File: src/pwsd_pkg.sv
// Shared types and constants for the work-stealing job dispatcher.
// No dependencies; imported by pwsd_front, pwsd_back and the top level.
`default_nettype none
package pwsd_pkg;

  localparam int NUM_WORKERS     = 8;
  localparam int PRIO_LEVELS     = 3;
  localparam int NUM_GROUPS      = 16;
  localparam int TAG_W           = 16;
  localparam int QUEUE_DEPTH_DEF = 16;
  localparam int CNT_W           = 9;
  localparam logic [CNT_W-1:0] CNT_MAX = '1;
  localparam logic [3:0] WORKER_COUNT_RST = 4'd8;
  localparam logic [1:0] PRIO_NORMAL = 2'd1;

  typedef enum logic [1:0] {
    CMD_SUBMIT   = 2'd0,
    CMD_TAKE     = 2'd1,
    CMD_COMPLETE = 2'd2,
    CMD_QUERY    = 2'd3
  } cmd_t;

  typedef enum logic [1:0] {
    ST_OK    = 2'd0,
    ST_FULL  = 2'd1,
    ST_EMPTY = 2'd2
  } status_t;

  typedef enum logic [1:0] {
    S_IDLE = 2'd0,
    S_EXEC = 2'd1,
    S_POP  = 2'd2,
    S_READ = 2'd3
  } state_t;

  typedef struct packed {
    cmd_t        cmd;
    logic [1:0]  prio;
    logic [TAG_W-1:0] tag;
    logic        in_group;
    logic [3:0]  gid;
    logic [2:0]  widx;
    logic        ext;
    logic        failed;
  } req_t;

  typedef struct packed {
    status_t     status;
    logic [TAG_W-1:0] tag;
    logic        in_group;
    logic [3:0]  group;
    logic [1:0]  prio;
    logic        stolen;
    logic [2:0]  src;
    logic [CNT_W-1:0] gcount;
    logic        gerr;
    logic        gdone;
    logic [CNT_W-1:0] outst;
    logic        idle;
  } res_t;

  // Stored job: tag, group flag, group
  localparam int JOB_W = TAG_W + 1 + 4;

endpackage
`default_nettype wire

File: src/pwsd_front.sv
// Front end: accepts requests into a two-entry queue, normalises the
// priority and holds the worker_count register. Uses pwsd_pkg.
`default_nettype none
module pwsd_front import pwsd_pkg::*; (
  input  wire logic       clk,
  input  wire logic       rst,
  input  wire logic       in_valid,
  output logic            in_stall,
  input  wire req_t       in_req,
  input  wire logic       cfg_valid,
  output logic            cfg_ready,
  input  wire logic [3:0] cfg_data,
  output logic            q_valid,
  input  wire logic       q_ready,
  output req_t            q_req,
  output logic [3:0]      active_n
);
  req_t        slot [2];
  logic        wr_ptr, rd_ptr;
  logic [1:0]  fill;
  logic [3:0]  worker_count;
  logic        push, pop;
  req_t        norm;

  assign cfg_ready = !rst;
  assign in_stall  = rst || (fill == 2'd2);
  assign push      = in_valid && !in_stall;
  assign q_valid   = (fill != 2'd0);
  assign pop       = q_valid && q_ready;
  assign q_req     = slot[rd_ptr];

  always_comb begin
    norm = in_req;
    if (in_req.prio >= 2'(PRIO_LEVELS)) begin
      norm.prio = (PRIO_LEVELS > 1) ? PRIO_NORMAL : 2'd0;
    end
  end

  always_comb begin
    if (worker_count == 4'd0) begin
      active_n = 4'd1;
    end else if (worker_count > 4'(NUM_WORKERS)) begin
      active_n = 4'(NUM_WORKERS);
    end else begin
      active_n = worker_count;
    end
  end

  always_ff @(posedge clk) begin
    if (push) begin
      slot[wr_ptr] <= norm;
    end
    if (rst) begin
      wr_ptr       <= 1'b0;
      rd_ptr       <= 1'b0;
      fill         <= 2'd0;
      worker_count <= WORKER_COUNT_RST;
    end else begin
      if (push) wr_ptr <= !wr_ptr;
      if (pop)  rd_ptr <= !rd_ptr;
      fill <= fill + 2'(push) - 2'(pop);
      if (cfg_valid && cfg_ready) worker_count <= cfg_data;
    end
  end
endmodule
`default_nettype wire

File: config.mk
export PLATFORM = sky130hd
export DESIGN_NAME = pwsd_front
export DESIGN_NICKNAME = d
export VERILOG_FILES = /design/src/pwsd_pkg.sv /design/src/pwsd_front.sv
export SDC_FILE = /design/constraint.sdc
export NUM_CORES = 1
export LEC_CHECK = 0
export ABC_AREA = 1
export ABC_CLOCK_PERIOD_IN_PS = 6200
export BUFFER_PORTS_ARGS = -buffer_cell sky130_fd_sc_hd__buf_2
export CAP_MARGIN = 20
export CORE_MARGIN = 2
export CORE_UTILIZATION = 50
export DETAILED_ROUTE_END_ITERATION = 8
export GPL_ROUTABILITY_DRIVEN = 0
export PLACE_DENSITY = 0.77
export SLEW_MARGIN = 25
export SYNTH_ARGS = -nofsm -noshare
export SYNTH_HDL_FRONTEND = slang
export SYNTH_SLANG_ARGS = --single-unit
File: constraint.sdc
create_clock -name clk -period 6.2 [get_ports clk]
set_input_delay 0.31 -clock clk [delete_from_list [all_inputs] [get_ports clk]]
set_output_delay 0.31 -clock clk [all_outputs]
set_load 0.01 [all_outputs]
## After elaboration in Yosys (flattened, before gate mapping)

Memory sizes are Yosys's and may differ from the RTL's. A register that Yosys moved wholly into a read port is not among the register bits.
Index checks and enable logic that the tools add are counted.

| storage, ports and cells | value |
|---|---|
| flip-flop bits (word level) | 8 |
| bits in writable memories | 60 |
| input bits | 39 |
| logic and storage cells | 27 |
| memories | 1 |

Memories:

| name | depth | width | read ports | clocked after Yosys merged registers in | wr ports | line | text |
|---|---|---|---|---|---|---|---|
| slot | 2 | 30 | 1 | 1 | 1 | pwsd_front.sv:18 | `req_t slot [2];` |

| operators by class | value |
|---|---|
| $add $sub $neg | 2 |
| order comparisons | 2 |
| equality and inequality tests | 1 |
| muxes and demuxes | 7 |
| reductions and logical operators | 10 |

Operator list:

| operator | count |
|---|---|
| $mux 4 | 2 |
| $gt 4x4->1 const B | 1 |
| $logic_not 1->1 | 4 |
| $logic_not 4->1 | 1 |
| $mux 1 | 4 |
| $logic_and 1x1->1 | 3 |
| $add 2x1->2 | 1 |
| $eq 2x2->1 const B | 1 |
| $ge 2x2->1 const B | 1 |
| $mux 2 | 1 |
| $reduce_bool 2->1 | 1 |
| $sub 2x1->2 | 1 |
| $logic_or 1x1->1 | 1 |

## Depth between registers and ports, before layout

Gate-level depths: netlist of run 1.

| depth | value |
|---|---|
| depth after elaboration | 6 |
| depth in mapped cells | 10 |
| gate-level depth less buffers | 10 |

## Worst setup path before layout of run 1

Ideal clock, no wire load.

| timing path | value |
|---|---|
| path kind | register to register |
| from | reg fill[0] |
| to | mem slot[0][0] (netlist bit), enable pin |
| setup time | 0.417 ns |
| arrival time | 1.845 ns |
| required time | 5.783 ns |
| slack | 3.938 ns |
| cell stages (with the launch flop) | 5 |
| buffers on the path | 0 |
| period minus slack after synthesis | 2.262 ns |
| cells stage by stage | dfxtp_1 inv_1 nand2_1 nand3_2 nor2_1 |

| on the way | value |
|---|---|
| word-level cells in the longest chain between the ends | 6 |

Ends and longest elaborated chain:

| element | line | text |
|---|---|---|
| start, declared | pwsd_front.sv:20 | `logic [1:0] fill;` |
| start signal, assigned | pwsd_front.sv:61 | `fill <= fill + 2'(push) - 2'(pop);` |
| $eq 2x2->1 | pwsd_front.sv:26 | `assign in_stall = rst \|\| (fill == 2'd2);` |
| $logic_or 1x1->1 | pwsd_front.sv:26 |  |
| $logic_not 1->1 | pwsd_front.sv:27 | `assign push = in_valid && !in_stall;` |
| $logic_and 1x1->1 | pwsd_front.sv:27 |  |
| $mux 1 | pwsd_front.sv:50 | `if (push) begin` |
| $mux 1 (not written as such) | pwsd_front.sv:51 | `slot[wr_ptr] <= norm;` |
| end, declared | pwsd_front.sv:18 |  |

No other way between the ends.

==> summary by stage, run 1 <==
STA
The max-slew headroom at the worst pin is 34.7%. The highest clock frequency the design can meet is 470 MHz. The routed design could run at a clock period as short as 2.13 ns. The hold violation count in the final report was 0. The count of final setup violators is 0. The final count of pins violating max slew was 0. For the pin with the worst max-slew slack, the measured transition is 0.979 ns. Clock skew on the completed layout was measured at 0.00827 ns. Setup repair after global routing left no endpoint under its margin. The setup TNS is 0 ns. The smallest setup slack after layout is 4.07 ns.

The period utilization is 34.3%.

Die
The area of the core is 5170 um^2. In this run the count of I/O pins placed on the die edge is 76. The number of placement rows is 26. The die is 77.7 um wide. The die covers 6030 um^2. The die outline height is 77.7 um. The initial cell density of the core is 52.4%.

Clock network
TritonCTS built the clock tree. The post-CTS repair timing setup buffer count is 0. The buffer levels on the longest clock path is 2. Hold repair after CTS inserted 0 buffers. The post-cts repair resize count is 0. The total CTS buffers is 9.

The number of H-tree levels is 3. Clock-pin slew was measured on the worst setup and hold paths at 0.07 ns. Clock tree synthesis selected as its root buffer the cell clkbuf_8.

CTS saw 69 sinks. At the later pin of the worst-skew pair, clock insertion delay measures 0.33 ns.

Synthesis
The synthesized netlist contains 18 unique library cells. The largest area contributor in the synthesized netlist is edfxtp_1. The cell area after technology mapping is 2710 um^2. The share of synthesized area occupied by flip-flops and latches is 73.1%. The fraction of registers with async set or reset after synthesis is 0%. The dominant cell by count in the synthesized netlist is edfxtp_1. When the netlist entered floorplanning its net count stood at 196. The synthesized netlist cell count is 155. The commonest cells after synthesis are 60 x edfxtp_1, 30 x mux2_4, 15 x nor2_1. In the post-synthesis netlist, the biggest area contributors are edfxtp_1 66%, mux2_4 17%, dfxtp_1 6.6%. The flip-flop cell with the highest count after synthesis is edfxtp_1. In this run, synthesis inferred 60 flip-flops with an integrated enable.

The post-synthesis register bit count is 69. The count of yosys warnings during synthesis is 0. The mean instance size in the synthesized netlist is 17.5 um^2.

The share of Yosys cell area claimed by the top area cell type is 66.4%.

Critical path
The maximum fanout count along the critical path is 30. The required time of the critical path is 5.89 ns. Counting cells, the worst reg-to-reg path comes to 5. The worst setup path is captured at an output pin. The arrival time of the worst setup path is 1.82 ns. The critical path class is flop to output pin. STA classifies the critical path startpoint as a flop.

The startpoint of the lowest-slack register-to-register path is fill[0].

Power and ir drop
The worst-case IR drop observed on VDD is 0.302 mV. The share of power burned in combinational logic is 21.6%. The switching power is 303 uW. Sequential cells burn 49.5% of the power.

The switching part of the total is 25.0%. The leakage power of the design is 1.39 nW. Dividing total power by cell area gives a power density of 362 nW/um^2. The clock network burns 28.9% of the power.

The internal power of the cells totals 906 uW.

Final layout
The net count of the finished layout is 278. 0 antenna diodes ended up in the layout. The relative area change from synthesis to final layout is 23.2%. Of the cells placed in the final design, the portion with a size suffix greater than 1 is 50.8%.

Place
OpenSTA, run right after detailed placement, puts the worst setup slack at 4.26 ns. The estimated wirelength of the detail-placed design is 3220 um. The number of buffers inserted by port buffering is 75.

Worst hold path
The startpoint identified for the worst hold timing path is in_req[16]. Counting instances, the worst hold path has a depth of 1. The path class of the tightest hold or removal check is primary input to flop.

Route
The detailed router finished its first iteration with 66 violations. Wires add up to 4520 um. In the routed design, unresolved DRC markers number 0.

The number of optimization iterations in the first detailed-route pass is 4. The total via count in the routed design is 1,482. In the final routed layout, each cell accounts on average for 14.5 um. Using the TritonRoute via totals, the vias-per-cell ratio works out to 4.75. The count of antenna-violating nets left after detailed routing is 0.

Global routing
The overall global routing resource usage is 15.9%. The via count of the first global-routing pass is 1,497. Entering global routing, the biggest net connects 31 pins.

The initial antenna violation count is 0. The first-pass GRT wire length is 6820 um. The total grt overflow is 0.

Job
The number of maximum-capacitance constraint violations is 0.

Run status
The flow ran to the end, and the final reports show no timing, DRC or antenna violations.
## path summary, 6_finish.rpt
check | end | slack [ns]
setup reg to reg | slot[0][10] | 4.39
hold reg to reg | worker_count[2] | 0.50
setup / recovery | q_req[28] | 4.07
hold / removal | slot[1][16] | 0.16
## power groups by stage
stage / logic, mW / clock network (mW) / registers, mW
6_report: 0.261 / 0.350 / 0.598
5_1_grt: 0.283 / 0.378 / 0.605
4_1_cts: 0.265 / 0.360 / 0.600
3_5_place_dp: 0.264 / 0 / 0.609
3_3_place_gp: 0.258 / 0 / 0.607
2_1_floorplan: 0.210 / 0 / 0.574
## cell type report
type | count | area (um^2)
inverter | 12 | 45.0
fill | 377 | 1830
timing repair buffer | 76 | 383
sequential | 69 | 1980
clock buffer | 14 | 163
clock inverter | 2 | 33.8
tap | 70 | 87.6
multi-input combinational | 69 | 647
## cells by family (layout without fill, tap and decap cells)
| kind of cell | Yosys count | count (layout) | synth area share (%) |
|---|---|---|---|
| AOI/OAI and AO/OA | 6 | 6 | 1.38 |
| adders and majority gates | 2 | 2 | 0.922 |
| and+or+nand+nor | 31 | 31 | 4.84 |
| buffers and inverters | 17 | 104 | 3.18 |
| DFF | 69 | 69 | 73.1 |
| muxes | 30 | 30 | 16.6 |
## flip-flops by register name, indices dropped and copies added (netlist names), named ones only
signal / flops
worker_count: 4
slot: 60
rd_ptr: 1
wr_ptr: 1
fill: 2
## metrics by stage
step                      area, um^2  util [%]  cells  power (mW)  hold WS, ns
after global placement          3150      60.8    296       0.865        0.483
after floorplan                 2710         -    155       0.784        0.381
after detailed placement        3150      60.8    296       0.873        0.497
after CTS                       3340      64.6    312        1.22        0.149
final                           3340      64.6    312        1.21        0.163
after global routing            3340      64.6    312        1.27        0.147
## cell usage in the layout, fill, tap and decap left out, types with 2 or more instances in the layout
cell type  count
buf_2         75
edfxtp_1      60
mux2_4        30
nor2_1        14
clkbuf_8      11
inv_1         10
nand2_1       10
dfxtp_1        8
nand3_1        3
clkbuf_1       3
inv_2          2
a21oi_1        2
a211oi_1       2
ha_1           2
## critical path: stages (launching register included)
cell and delay (ns):
dfxtp_2 0.97, mux2_4 0.36, buf_2 0.14
## per-layer routing
layer / part of all wire [%] / wire (um) / vias up / track usage [%]
met5: 0 / 0 / - / 0
met2: 54 / 2450 / 57 / 27.6
met4: 1.6 / 74 / 0 / 8.93
met3: 7.2 / 327 / 9 / 6.05
li1: - / - / 727 / -
met1: 37 / 1660 / 689 / 16.5
Note: power is estimated with default switching activity, not from simulation.
==> inputs of run 2 (changes only) <==
--- a/config.mk
+++ b/config.mk
@@ -5,8 +5,8 @@
 export SDC_FILE = /design/constraint.sdc
 export NUM_CORES = 1
 export LEC_CHECK = 0
-export ABC_AREA = 1
-export ABC_CLOCK_PERIOD_IN_PS = 6200
+export ABC_AREA = 0
+export ABC_CLOCK_PERIOD_IN_PS = 2070
 export BUFFER_PORTS_ARGS = -buffer_cell sky130_fd_sc_hd__buf_2
 export CAP_MARGIN = 20
 export CORE_MARGIN = 2
==> constraint.sdc (replaced) <==
create_clock -name clk -period 2.07 [get_ports clk]
set_input_delay 0.1035 -clock clk [delete_from_list [all_inputs] [get_ports clk]]
set_output_delay 0.1035 -clock clk [all_outputs]
set_load 0.01 [all_outputs]
==> run 2 against run 1 <==
Compared with the run above:
- clock skew increased by 0.0013 ns
- critical path type is now flop to flop
- sequential share of layout area down 3.8 points
- critical endpoint is now fill[1]
- largest power group unchanged
- die area decreased by 3.8%
- setup slack lost 3.7 ns
- via count is 7.0% higher
==> summary by stage, run 2 <==
Run status
The flow ran to the end, and the final reports show no timing, DRC or antenna violations.

Synthesis
The cell area after technology mapping is 2600 um^2. During synthesis, Yosys emitted a total of 0 warnings. By area the synthesized netlist is led by edfxtp_1 69%, mux2_1 13%, dfxtp_1 6.9%. The share of synthesized area occupied by flip-flops and latches is 76.1%.

The most used flip-flop cell after synthesis is edfxtp_1. edfxtp_1 is the most common cell in the netlist. The largest area contributor in the synthesized netlist is edfxtp_1.

The synthesized netlist cell count is 144. The post-synthesis register bit count is 69. The synthesized design contains 60 enable-type register cells. The commonest cells after synthesis are 60 x edfxtp_1, 30 x mux2_1, 10 x nor2_1. In this run, distinct cell masters in the synthesized netlist total 25.

The mean instance size in the synthesized netlist is 18.1 um^2. The synthesized net count is 185. The share of Yosys cell area claimed by the top area cell type is 69.2%.

Counting flops with an async set or reset pin after synthesis yields a share of 0%.

Critical path
The worst register-to-register path ends at fill[1]. The worst register-to-register path has a depth of 9. STA classifies the critical path endpoint as a flop.

The maximum fanout count along the critical path is 4. The worst setup path is launched from a flop. The startpoint identified for the worst register-to-register timing path is fill[0]. The setup check on the worst reg-to-reg path leaves a slack of 0.35 ns. The critical path class is flop to flop. The arrival time of the worst setup path is 1.97 ns. For the worst setup path, the data required time is 2.32 ns.

Route
In the routed layout, each cell is associated on average with a via count of 4.76. In the final routed layout, each cell accounts on average for 14.3 um. The final routed DRC violation total is 0. In this run the remaining antenna-violating nets after routing total 0. The final layout contains routed wiring with a total length of 4770 um. Detailed routing inserted a total of 1,586 vias. The detailed router's first-iteration violation count is 34. The number of optimization iterations in the first detailed-route pass is 4.

Clock network
The library cell used as clock root buffer is clkbuf_8. The clock sink total is 69. The clock tree from TritonCTS is done. The longest clock path from root to sink contains 2 buffers.

The clock tree synthesis step divided the H-tree into 3 levels. For the worst-skew pair, the clock arrives at the later sink with an insertion delay of 0.33 ns. The clock-pin slew on the worst setup and hold paths is 0.07 ns. The number of clock buffers added by TritonCTS is 9.

Final layout
The flip-flop count of the largest register after layout is 60. Leaving out fill and tap cells, the most frequent cells in the layout are 75 x buf_2, 60 x edfxtp_1, 31 x dlygate4sd3_1. At the end of the flow the core is filled with cells to 70.3%. Ranked by flip-flop count, first place goes to slot. Compared with the post-synthesis result, the final layout area differs by 37.0%. At the end of the flow, the number of nets in the layout was 299. Leaving out fill and tap cells, the most frequent cell in the layout is buf_2. The post-route netlist has 36.9% of its cells at a drive strength greater than 1. The largest registers in the layout are slot x60, worker_count x4, fill x2. The number of antenna cells inserted is 0.

Global routing
Global routing finished with a remaining overflow of 0. The largest net degree at the start of global routing is 31. The initial antenna violation count came to 0. Across every metal layer, demand over resource in global routing totals 17.7%. The via count of the first global-routing pass was 1,741. The first global-routing pass estimated 7790 um of wire.

Worst hold path
The worst hold path was traced through 3 stages. The worst hold path terminates at worker_count[0]. The min-delay analysis places its worst path in the category primary input to flop. The worst hold path begins at cfg_data[0].

STA
The shortest period the worst path allows is 1.72 ns. Across the routed clock network, the largest skew measured is 0.00957 ns. Of the available clock period, the critical path in the final layout requires 83.0%. The highest clock frequency the design can meet is 582 MHz.

The setup TNS is 0 ns. The max-slew headroom at the worst pin is 72.3%. Setup repair after global routing left no endpoint under its margin. The count of final setup violators is 0. The transition time at the pin with the least slew margin is 0.416 ns. The final count of pins violating max slew is 0. The hold violation count in the final report was 0.

Power and ir drop
For this design the ratio of total power to cell area is 1020 nW/um^2. The leakage power of the design is 1.43 nW. The worst ir drop on vdd is 0.489 mV.

Die
The number of placement rows is 26. The number of top-level design ports is 76. The total area inside the core boundary comes to 5070 um^2. The initial cell density of the core is 51.3%. The die area is 5800 um^2. The die is 76.2 um tall. The floorplan step set the die width to 76.2 um.

Place
The count of buffers added on input and output ports is 75. Summed over all nets, the half-perimeter wirelength after detailed placement is 2780 um.

Job
The number of maximum-capacitance constraint violations is 0.
==> run 2: changes by cell type in the layout (fill, tap and decap cells not counted), sizes merged, moves of 4 or more <==
| cell | before | now |
|---|---|---|
| dlygate4sd3 | 0 | 31 |
| nand3 | 4 | 0 |
| mux2i | 0 | 4 |
| nand2 | 10 | 3 |
| inv | 12 | 4 |
| nor2 | 15 | 10 |
==> run 2: routing by layer <==
metal / up-vias / GRT usage, % / routed length [um] / part of all wire, %
met4: 0 / 10.7 / 135 / 2.8
met5: - / 0 / 0 / 0
met1: 755 / 18.8 / 1870 / 39
met3: 14 / 4.86 / 285 / 6.0
met2: 58 / 31.4 / 2480 / 52
li1: 759 / - / - / -
==> run 2: timing repair <==
| action | CTS | global route |
|---|---|---|
| gates resized for setup | 0 | 0 |
| setup buffers | 0 | 0 |
| hold endpoints to repair | 60 | 0 |
| hold buffers | 31 | 0 |
==> run 2: report_power, final <==
part           internal [mW]  switching (mW)
Sequential              1.67          0.0501
Clock                  0.549           0.454
Combinational          0.438           0.468
==> run 2: critical path: stages (launching register included) <==
cell and delay [ns]:
dfxtp_1 0.36, nand2b_1 0.14, and2_4 0.16, nand2_1 0.06, ha_1 0.27, inv_1 0.04, ha_1 0.17, xor2_1 0.15
and2_1 0.15, nor3_1 0.14
==> run 2: cell families (layout without fill, tap and decap cells) <==
logic type,count (synthesis),after routing,share of synthesized area (%)
flops,69,69,76.1
mux,34,34,14.5
simple gates,24,24,4.56
buf+inv,11,130,2.45
fa+ha+maj,2,2,0.960
compound gates,2,2,0.769
xor+xnor,2,2,0.673
==> run 2: area by class of cell <==
| class | instances | area, um^2 |
|---|---|---|
| Multi-Input combinational cell | 64 | 571 |
| Tap cell | 70 | 87.6 |
| Inverter | 4 | 17.5 |
| Sequential cell | 69 | 1980 |
| Fill cell | 363 | 1510 |
| Timing Repair Buffer | 110 | 728 |
| Clock buffer | 11 | 131 |
| Clock inverter | 5 | 51.3 |
==> run 2: how the worst max path moves through the flow <==
| stage | start | to | slack, ns | cells past startpoint |
|---|---|---|---|---|
| after floorplan | fill[0] | slot[1][0] | 0.28 | 3 |
| after global placement | fill[0] | fill[1] | 0.45 | 9 |
| after detailed placement | fill[0] | fill[1] | 0.33 | 9 |
| after CTS | fill[0] | fill[1] | 0.33 | 9 |
| after global routing | fill[0] | fill[1] | 0.22 | 9 |
| final | fill[0] | fill[1] | 0.35 | 9 |
==> run 2: stage by stage <==
| step | hold WS (ns) | cells | total power, mW | instance area, um^2 | worst slack [ns] |
|---|---|---|---|---|---|
| CTS | 0.00389 | 333 | 3.66 | 3570 | 0.328 |
| global route | 0.0400 | 333 | 3.82 | 3570 | 0.219 |
| floorplan | 0.202 | 144 | 2.31 | 2620 | 0.278 |
| global placement | 0.291 | 286 | 2.60 | 3080 | 0.455 |
| finish | 0.0206 | 333 | 3.63 | 3570 | 0.353 |
| detailed placement | 0.295 | 286 | 2.62 | 3080 | 0.325 |
==> inputs of run 3 (changes only) <==
--- a/config.mk
+++ b/config.mk
@@ -6,14 +6,14 @@
 export NUM_CORES = 1
 export LEC_CHECK = 0
 export ABC_AREA = 0
-export ABC_CLOCK_PERIOD_IN_PS = 2070
+export ABC_CLOCK_PERIOD_IN_PS = 1520
 export BUFFER_PORTS_ARGS = -buffer_cell sky130_fd_sc_hd__buf_2
 export CAP_MARGIN = 20
 export CORE_MARGIN = 2
-export CORE_UTILIZATION = 50
+export CORE_UTILIZATION = 46
 export DETAILED_ROUTE_END_ITERATION = 8
 export GPL_ROUTABILITY_DRIVEN = 0
-export PLACE_DENSITY = 0.77
+export PLACE_DENSITY = 0.75
 export SLEW_MARGIN = 25
 export SYNTH_ARGS = -nofsm -noshare
 export SYNTH_HDL_FRONTEND = slang
==> constraint.sdc (replaced) <==
create_clock -name clk -period 1.52 [get_ports clk]
set_input_delay 0.076 -clock clk [delete_from_list [all_inputs] [get_ports clk]]
set_output_delay 0.076 -clock clk [all_outputs]
set_load 0.01 [all_outputs]
==> run 3 against run 2 <==
Compared with the run above:
- the flow now finishes with violations (setup timing)
- critical path depth did not move
- non-clock buffer count rose by 11
- critical endpoint unchanged
- clock-buffer cell count rose by 1
- clock power rose by 32%
- sequential share of layout area fell by 3.0 points
- register-to-register slack got worse by 0.42 ns
- total power rose by 44%
- highest routed layer unchanged
- combinational power rose by 70%
- critical path type unchanged
- clock skew fell by 0.0043 ns
- core utilization fell by 1.4 points
- worst hold slack improved by 0.068 ns
==> summary by stage, run 3 (same netlist as run 2, synthesis figures left out) <==
Run status
The flow ran to the end, but the final reports show violations. The final reports fail on setup timing.

Critical path
The worst setup path is captured at a flop. The worst setup path is of the flop to flop kind. Along the worst path, the maximum fanout reaches 3. For the worst setup path, the data arrival time is 1.84 ns. Data on the critical path is required at its endpoint by 1.77 ns.

The worst setup path is launched from a flop. For the worst flop-to-flop path, the logic depth is 9. In this run the register-to-register setup slack is -0.06 ns.

The worst register-to-register path begins at fill[0]. The reg-to-reg endpoint is fill[1].

Final layout
Leaving out fill and tap cells, the most frequent cell in the layout is buf_2. The net count reported at finish is 310. The largest registers in the layout are slot x60, worker_count x4, fill x2.

In the layout the commonest cells are 75 x buf_2, 60 x edfxtp_1, 33 x dlygate4sd3_1. The relative area change from synthesis to final layout is 44.9%. The proportion of layout cells with a drive suffix above 1 is 42.5%. The flip-flop count of the largest register after layout is 60. Summing all non-filler instances in the final layout gives an area of 3770 um^2. The number of antenna cells inserted is 0.

For this run, the number of standard cells in the final layout without fillers is 345. The filler cell count is 391. Counting flops per register, the top entry is slot.

Die
The die outline height is 79.3 um. The initial utilization of the core area, before any placement, comes to 47.6%. The die covers 6280 um^2. The area of the core is 5470 um^2. The width of the die is 79.3 um. After floorplanning, the core was divided into 27 placement rows.

The number of top-level design ports is 76.

STA
The hold violation count in the final report came to 0. The setup TNS is -0.0649 ns. The final critical path takes up 104% of the cycle. The smallest setup slack after layout is -0.0649 ns.

The setup skew after layout is 0.00526 ns. The count of final setup violators is 1. Setup repair after global routing could not meet its margin everywhere. Headroom to the max-slew limit came out at 86.7%. The final count of pins violating max slew is 0. Static timing analysis puts the maximum clock frequency at 631 MHz. At the pin with the least slew margin, the transition time is 0.199 ns.

The shortest period the worst path allows is 1.58 ns.

Route
The total via count in the routed design is 1,590. Wires add up to 4800 um. The detailed router's first-iteration violation count is 42. The first TritonRoute pass finished after 3 iterations. The final routed DRC violation total is 0. After detailed routing, the number of vias per cell comes to 4.61. The count of antenna-violating nets left after detailed routing is 0. Dividing the detail-routed wire length by the instance count gives 13.9 um.

Worst hold path
The end point of the worst hold path is worker_count[1]. Counting instances, the worst hold path has a depth of 3. The path class of the lowest-slack min-delay path is primary input to flop. The critical hold path startpoint is cfg_valid.

Power and ir drop
The switching power is 1.39 mW. In this run the power density over the cells is 1390 nW/um^2. The part of the total power dissipated in sequential elements is 45.4%. Summed over all cells, the static leakage comes to 1.50 nW.

The share of power burned in the clock network is 25.2%. The switching part of the total is 26.5%. The design draws 5.23 mW. The worst-case IR drop observed on VDD is 0.894 mV. The internal portion of the total power is 3.84 mW. Combinational logic burns 29.4% of the power.

Place
After detailed placement, the design holds a cell count of 296. The number of buffers inserted by port buffering is 75. The estimated wirelength of the detail-placed design is 2920 um. The instance area at placement is 3180 um^2.

Global routing
The via count of the first global-routing pass is 1,625. The overall global routing resource usage is 15.8%. The total grt overflow is 0. The first global-routing pass estimated 7310 um of wire.

The largest net degree at the start of global routing is 21. The initial antenna violation count came to 0.

Clock network
The clock-pin slew on the worst setup and hold paths is 0.06 ns. The clock sink total is 69. The number of H-tree levels is 3.

Clock latency on the worst-skew pair, taken at its later pin, is 0.32 ns. In this run the post-CTS setup repair buffer count came out at 0. The clock passes through at most 2 buffers.

The library cell used as clock root buffer is clkbuf_8. The clock tree from TritonCTS is done. The total CTS buffers is 9.

Job
The number of maximum-capacitance constraint violations is 0.
run 3: what timing repair did:
item | 4_1_cts | 5_1_grt
pin swaps | 6 | 4
resized for setup | 7 | 7
setup endpoints to repair | 21 | 21
hold buffers | 33 | 0
hold endpoints to repair | 62 | 0
gates cloned | 0 | 1
run 3: cell type report:
| class | instances | area [um^2] | area share [%] |
|---|---|---|---|
| multi-input cells | 64 | 634 | 16.8 |
| inverters | 4 | 17.5 | 0.464 |
| flip-flops and latches | 69 | 1980 | 52.6 |
| clock buffers | 12 | 135 | 3.58 |
| well taps | 72 | 90.1 | 2.39 |
| repair buffers | 121 | 875 | 23.2 |
| clock inverters | 3 | 37.5 | 0.995 |
run 3: how the worst max path moves through the flow:
stage,start,end,slack [ns]
2_1_floorplan,fill[0],slot[0][0],-0.17
3_3_place_gp,fill[0],fill[1],-0.04
3_5_place_dp,fill[0],fill[1],-0.12
4_1_cts,fill[0],fill[1],-0.12
5_1_grt,fill[0],fill[1],-0.13
6_report,fill[0],fill[1],-0.06
run 3: power by group through the flow:
stage | clock, mW | combinational, mW | sequential (mW)
after floorplan | 0 | 0.789 | 2.38
after global placement | 0 | 1.30 | 2.38
after detailed placement | 0 | 1.31 | 2.39
after CTS | 1.36 | 1.44 | 2.35
after global routing | 1.43 | 1.68 | 2.40
final | 1.32 | 1.54 | 2.38
run 3: worst max-delay path: stages (launching register included):
cell	delay, ns
dfxtp_2	0.35
nand2b_4	0.13
and2_4	0.15
nand2_4	0.05
ha_4	0.25
inv_2	0.04
ha_4	0.15
xor2_2	0.14
and2_4	0.15
nor3_2	0.09
run 3: routing by layer:
metal	vias up	part of all wire, %	track usage (%)
met5	-	0	0
met4	0	0.87	7.76
met3	6	4.7	3.75
met2	46	52	28.1
met1	759	42	17.7
li1	779	-	-
run 3: stage by stage:
| step | utilization, % | hold WS, ns | setup WS [ns] |
|---|---|---|---|
| 2_1_floorplan | - | 0.175 | -0.169 |
| 3_3_place_gp | 58.1 | 0.265 | -0.0384 |
| 3_5_place_dp | 58.1 | 0.268 | -0.119 |
| 4_1_cts | 68.0 | 0.0718 | -0.120 |
| 5_1_grt | 69.0 | 0.106 | -0.132 |
| 6_report | 69.0 | 0.0886 | -0.0649 |
